--- src/rtl/dmtt_pkg.sv ---
// Shared types, constants and score arithmetic for the direct-mapped
// transposition table. No dependencies; imported by dmtt_ctrl, dmtt_dpath and the top level.
package dmtt_pkg;

  // Table geometry
  localparam int TABLE_DEPTH = 65536;
  localparam int IDX_W       = $clog2(TABLE_DEPTH);

  // Field widths
  localparam int KEY_W   = 64;
  localparam int MOVE_W  = 16;
  localparam int SCORE_W = 16;
  localparam int PLY_W   = 8;
  localparam int DEPTH_W = 8;
  localparam int BOUND_W = 2;
  localparam int THR_W   = 15;
  localparam int ENT_W   = 17;
  localparam int HALF_W  = KEY_W / 2;
  localparam int PROD_W  = HALF_W + ENT_W;

  // Configuration port
  localparam int CFG_IDX_W  = 1;
  localparam int CFG_DATA_W = ENT_W;
  localparam logic [CFG_IDX_W-1:0] CFG_WIN_THRESHOLD = 1'b0;
  localparam logic [CFG_IDX_W-1:0] CFG_TABLE_ENTRIES = 1'b1;

  localparam logic [THR_W-1:0] WIN_THRESHOLD_RST = THR_W'(30000);
  localparam logic [ENT_W-1:0] TABLE_ENTRIES_RST = ENT_W'(65536);

  // Input action codes
  localparam logic ACT_PROBE = 1'b0;
  localparam logic ACT_STORE = 1'b1;

  // One table slot
  typedef struct packed {
    logic [KEY_W-1:0]   key;
    logic [MOVE_W-1:0]  move;
    logic [SCORE_W-1:0] score;
    logic [DEPTH_W-1:0] depth;
    logic [BOUND_W-1:0] bound;
  } dmtt_entry_t;

  localparam int ENTRY_W = $bits(dmtt_entry_t);

  // Controller -> datapath
  typedef struct packed {
    logic capture;
    logic mem_write;
    logic mem_read;
    logic clear_write;
    logic out_load;
  } dmtt_cmd_t;

  // Datapath -> controller
  typedef struct packed {
    logic clear_last;
    logic is_store;
    logic out_free;
  } dmtt_stat_t;

  // Win-score ply adjustment: away from zero (store) or toward zero (probe),
  // saturated to 16 bits. Non-win scores pass unchanged.
  function automatic logic [SCORE_W-1:0] score_adjust(
    input logic [SCORE_W-1:0] s,
    input logic [PLY_W-1:0]   ply,
    input logic [THR_W-1:0]   thr,
    input logic               away
  );
    logic signed [SCORE_W:0]   sx;
    logic        [SCORE_W:0]   mag;
    logic                      win;
    logic signed [SCORE_W+1:0] pext;
    logic signed [SCORE_W+1:0] step;
    logic signed [SCORE_W+1:0] sum;
    logic        [SCORE_W-1:0] sat;
    sx   = $signed({s[SCORE_W-1], s});
    mag  = s[SCORE_W-1] ? (SCORE_W+1)'(-sx) : (SCORE_W+1)'(sx);
    win  = (mag >= {2'b00, thr});
    pext = $signed({{(SCORE_W+2-PLY_W){1'b0}}, ply});
    step = s[SCORE_W-1] ? -pext : pext;
    sum  = away ? ($signed({{2{s[SCORE_W-1]}}, s}) + step)
                : ($signed({{2{s[SCORE_W-1]}}, s}) - step);
    if (sum > $signed((SCORE_W+2)'(32767))) begin
      sat = 16'h7FFF;
    end else if (sum < -$signed((SCORE_W+2)'(32768))) begin
      sat = 16'h8000;
    end else begin
      sat = sum[SCORE_W-1:0];
    end
    return win ? sat : s;
  endfunction

endpackage

--- src/rtl/dmtt_ctrl.sv ---
// Controller FSM: clearing sweep, transaction accept, table access sequencing.
// Depends on dmtt_pkg.
module dmtt_ctrl
  import dmtt_pkg::*;
(
  input  logic       clk,
  input  logic       rst_n,
  input  logic       in_valid,
  output logic       in_ready,
  input  dmtt_stat_t stat,
  output dmtt_cmd_t  cmd
);

  localparam logic [1:0] S_CLEAR  = 2'd0;
  localparam logic [1:0] S_IDLE   = 2'd1;
  localparam logic [1:0] S_INDEX  = 2'd2;
  localparam logic [1:0] S_LOOKUP = 2'd3;

  logic [1:0] state_r;
  logic [1:0] state_nxt;

  // Next state and commands
  always_comb begin
    state_nxt = state_r;
    cmd       = '0;
    in_ready  = 1'b0;
    case (state_r)
      S_CLEAR: begin
        cmd.clear_write = 1'b1;
        if (stat.clear_last) begin
          state_nxt = S_IDLE;
        end
      end
      S_IDLE: begin
        in_ready    = 1'b1;
        cmd.capture = in_valid;
        if (in_valid) begin
          state_nxt = S_INDEX;
        end
      end
      S_INDEX: begin
        if (stat.is_store) begin
          cmd.mem_write = 1'b1;
          state_nxt     = S_IDLE;
        end else begin
          cmd.mem_read = 1'b1;
          state_nxt    = S_LOOKUP;
        end
      end
      S_LOOKUP: begin
        // hold the read data until the output register frees up
        if (stat.out_free) begin
          cmd.out_load = 1'b1;
          state_nxt    = S_IDLE;
        end
      end
      default: begin
        state_nxt = S_CLEAR;
      end
    endcase
  end

  always_ff @(posedge clk) begin
    if (!rst_n) begin
      state_r <= S_CLEAR;
    end else begin
      state_r <= state_nxt;
    end
  end

  // One transaction in flight at a time
  a_one_in_flight: assert property (@(posedge clk) disable iff (!rst_n)
    cmd.capture |=> !in_ready)
    else $error("input accepted while a transaction is in flight");

  a_lookup_after_index: assert property (@(posedge clk) disable iff (!rst_n)
    (state_r == S_LOOKUP) |-> ($past(state_r) == S_INDEX || $past(state_r) == S_LOOKUP))
    else $error("lookup entered without a table read");

  a_load_when_free: assert property (@(posedge clk) disable iff (!rst_n)
    cmd.out_load |-> stat.out_free)
    else $error("result loaded over an untaken result");

endmodule

--- config.mk ---
export PLATFORM = sky130hd
export DESIGN_NAME = dmtt_ctrl
export DESIGN_NICKNAME = d
export VERILOG_FILES = /design/src/rtl/dmtt_pkg.sv /design/src/rtl/dmtt_ctrl.sv
export SDC_FILE = /design/constraint.sdc
export NUM_CORES = 1
export LEC_CHECK = 0
export BUFFER_PORTS_ARGS = -buffer_cell sky130_fd_sc_hd__clkbuf_2
export CAP_MARGIN = 5
export CORE_AREA = 2 2 39 41
export DETAILED_ROUTE_END_ITERATION = 10
export DIE_AREA = 0 0 41 43
export MAX_ROUTING_LAYER = met4
export PLACE_DENSITY_LB_ADDON = 0.05
export SLEW_MARGIN = 20
export SYNTH_ARGS = -nofsm -noshare
export SYNTH_HDL_FRONTEND = slang
export SYNTH_SLANG_ARGS = --single-unit
--- constraint.sdc ---
create_clock -name clk -period 2.6 [get_ports clk]
set_input_delay 0.13 -clock clk [delete_from_list [all_inputs] [get_ports clk]]
set_output_delay 0.13 -clock clk [all_outputs]
set_load 0.02 [all_outputs]
### Yosys cells after proc, flatten, opt, wreduce, memory -nomap -nowiden

Cells that the tools add are included.

| storage, ports and cells | value |
|---|---|
| flip-flop bits (word level) | 2 |
| latch bits | 0 |
| bits in writable memories | 0 |
| ROM bits | 0 |
| input bits | 6 |
| output and inout port bits | 6 |
| memories kept | 0 |

| operators by class | value |
|---|---|
| $add $sub $neg | 0 |
| $mul | 0 |
| divide/modulo/power cells | 0 |
| $lt $le $gt $ge | 0 |
| equal/unequal tests | 6 |
| shifts and indexed selects | 0 |
| muxes and demuxes | 13 |
| bitwise logic cells | 0 |
| reductions and logical operators | 2 |

Operator list:

| operator | count |
|---|---|
| two-way mux 2 bit | 5 |
| case mux 2 bit (4 select lines) | 1 |
| two-way mux 1 bit | 7 |
| != test 2 bit (second input constant) | 3 |
| equality test 2 bit (second input constant) | 2 |
| AND reduction 3 bit | 1 |
| equality test 2 x 1 -> 1 bit (second input constant) | 1 |
| logical NOT 2 bit | 1 |

### Depth between registers and ports, before layout

| depth | value |
|---|---|
| depth in word-level cells | 3 |
| gate-level depth with buffers | 5 |

### Worst setup path after synthesis

Ideal clock, no wire load.

| timing | value |
|---|---|
| path kind | register to register |
| from | register state_r[0] |
| to | register state_r[0] |
| library setup time | 0.072 ns |
| arrival time | 1.340 ns |
| path slack | 1.188 ns |
| stages on the path, launching flop included | 5 |
| path buffers | 0 |
| period minus slack after synthesis | 1.412 ns |
| cell sequence | dfxtp_1 inv_1 ha_1 a222oi_1 mux2i_1 |

| on the way | value |
|---|---|
| word-level cells in the longest chain between the ends | 3 |
| elaborated cells between the ends (all ways) | 9 |
| classes of those cells | 6 x eq/ne; 1 x mux; 2 x reduce/logical |

Ends and longest elaborated chain:

| element | line | source |
|---|---|---|
| from (decl) | dmtt_ctrl.sv:19 | `logic [1:0] state_r;` |
| from (signal assigned) | dmtt_ctrl.sv:67 | `state_r <= state_nxt;` |
| equality test 2 bit (tied with other cells) | dmtt_ctrl.sv:27 | `case (state_r)` |
| != test 2 bit (no line) | - |  |
| AND reduction 3 bit (no line) | - |  |

Parallel ways exist; a longest one is shown, timed or not.
A chain may end at the register's enable or synchronous reset.

### Final worst setup path

Same ends and word-level chain as after synthesis.

==> impl_metrics.py <==
metrics = {
    "synth": {
        "yosysTopAreaCell": "ha_1",
        "synth_top_area_share_pct": 31.45,
        "synth.avg_cell_area_sq_um": 8.650,
        "synthFlopType": "dfxtp_1",
        "syn_nets": 34,
        "synth.distinct_cells": 11,
        "synthCells": 23,
        "yosysSeqAreaShare_pct": 20.13,
        "synth.top_cells.by_area": "ha_1, dfxtp_1, mux2i_1, inv_1, and2_1",
        "synth-edff-count": 0,
        "synth_commonest_cells": "ha_1, inv_1",
        "async_flop_share_pct": 0,
        "synth_area_sq_um": 198.9,
        "ys_warn_count": 0,
        "yosys_register_bits": 2,
    },
    "sta": {
        "clock_skew_ns": 0.002224,
        "setup_viol": 0,
        "rsz0062_at_grt": "false",
        "setup_tns_ns": 0,
        "worst_pin_slew_ns": 0.5200,
        "drv_slew": 0,
        "layout_worst_path_cycle_share_pct": 56.06,
        "min_period_ns": 1.458,
        "relSlewSlack_pct": 65.34,
        "fmax_mhz": 686.1,
        "finalHoldViolations": 0,
    },
    "worst_setup_path": {
        "arrival_ns": 1.61,
        "path_cells": "inv_1 > ha_1 > a222oi_1 > mux2i_1",
        "worst-setup-path-type": "reg2reg",
        "max_stage_delay_ns": 0.45,
        "crit_buf_inv": 1,
        "slowest_stage": "a222oi_1",
        "crit_path_end_kind": "flip-flop",
        "cp_top_family": "compound AO/OA/AOI/OAI gates",
        "critical_path_required_ns": 2.75,
        "startpoint_type": "flip-flop",
        "path_max_fanout": 5,
    },
    "pwr": {
        "finalPower_mw": 0.2083,
        "p_leak_nw": 0.1684,
        "ir_drop_v": 0.0001556,
        "power_density_mw_per_mm2": 702.4,
    },
    "global_routing": {
        "grt_pass1_wl_um": 752,
        "antenna_found_initial": 0,
        "overflow": 0,
        "grt_pass1_vias": 180,
        "grt_max_degree": 6,
        "grt_usage_pct": 7.290,
    },
    "final_layout": {
        "diodes": 0,
        "fin_nets": 50,
        "nFillCells": 168,
        "area_delta_synth_final_pct": 49.06,
        "drive_gt1_share_pct": 40.54,
        "regMostFlops": "state_r",
        "largest_register_ffs": 2,
        "reg_top3": "state_r (2)",
        "fin_util_pct": 21.43,
    },
    "min_path": {
        "hp-class": "in2reg",
    },
    "place": {
        "dp_hpwl_um": 399.6,
        "portBuffers": 11,
        "gp_congestion": 0.6198,
    },
    "drt": {
        "drtIter0Drc": 1,
        "vias": 195,
        "drt_first_pass_iters": 4,
        "wl_per_cell_um": 8.566,
        "drt-vias-per-instance": 3.679,
        "drtAntennaViolNets": 0,
        "route.detailed.drc": 0,
        "wirelength_um": 454,
    },
    "clock_tree": {
        "cts_tree": "done",
        "clkSinkCount": 2,
        "cts_setup_buffers": 0,
        "cts_root_buffer": "clkbuf_4",
        "h-tree-depth": 1,
        "clockBufferDepth": 2,
        "cts_hold_buf": 0,
        "numCtsBuffers": 3,
        "clk_pin_slew_worst_paths_ns": 0.03,
        "insertion_delay_ns": 0.22,
        "ctsResizeCount": 0,
    },
    "floorplan": {
        "die_h_um": 43,
        "io_pins": 12,
        "die_w_um": 41,
        "start_util_pct": 14.38,
        "core_sq_mm": 0.001384,
        "die_area_sq_mm": 0.001763,
        "rows": 14,
    },
    "status": {
        "outcome": "finished, final reports clean",
    },
    "run": {
        "cap_violations": 0,
    },
}
## layer usage
layer  vias to the layer above  share of wire (%)  routed length (um)  global-route usage, %
met5                         -                  0                   0                      -
met4                         0                  0                   0                  8.000
met3                         0                 11                  48                  4.712
met2                        10                 43                 195                  7.813
met1                        83                 46                 210                  7.987
li1                        102                  -                   -                      -
## layout by cell type, fill, tap and decap left out, drive strengths merged
cell / count
nand2b: 1
a222oi: 1
clkbuf: 14
mux2i: 2
inv: 5
nor2b: 1
dfxtp: 2
ha: 5
nand2: 2
and2: 3
o211ai: 1
## worst register-to-register path: cells and delay by family (launching register included)
family | cells | cell delay (ns)
multiplexers | 1 | 0.23
buffers and inverters | 1 | 0.09
AO/OA/AOI/OAI | 1 | 0.45
adder cells (fa/ha/maj) | 1 | 0.23
flip-flops | 1 | 0.40
## report_power, final
group	internal (mW)	switching, mW
Sequential	0.0380	0.00918
Combinational	0.0397	0.0550
Clock	0.0507	0.0158
Total	0.128	0.0799
## kinds of logic (layout without fill, tap and decap cells)
| kind of cell | count (synthesis) | in the layout | synth area share (%) |
|---|---|---|---|
| simple gates | 7 | 7 | 20.13 |
| fa+ha+maj | 5 | 5 | 31.45 |
| buf+inv | 5 | 19 | 9.435 |
| compound gates | 2 | 2 | 8.807 |
| mux | 2 | 2 | 10.06 |
| flops | 2 | 2 | 20.13 |
## final cells by class
cell class                 instances  area (sq um)  share of cell area, %
multi-input combinational         16         140.1                  47.26
inverter                           5         18.77                  6.329
timing repair buffer              11         55.05                  18.57
clock buffer                       3         22.52                  7.595
sequential                         2         40.04                  13.50
tap                               16         20.02                  6.751
## through the flow
step	cells	cell area (sq um)	setup slack (ns)	hold slack, ns
2_1_floorplan	23	198.9	1.188	0.2763
3_5_place_dp	50	274.0	1.091	0.4180
3_3_place_gp	50	274.0	1.101	0.4227
5_1_grt	53	296.5	0.9701	0.2034
4_1_cts	53	296.5	1.091	0.1784
6_report	53	296.5	1.142	0.1871
## path summary, 6_finish.rpt
kind                      to  slack (ns)  depth (start not counted)        from
hold / removal    state_r[0]        0.19                          3       rst_n
hold reg to reg   state_r[1]        0.50                          2  state_r[1]
setup reg to reg  state_r[0]        1.14                          4  state_r[0]
setup / recovery  state_r[0]        1.14                          4  state_r[0]
Power figures use the tool's default switching activity.
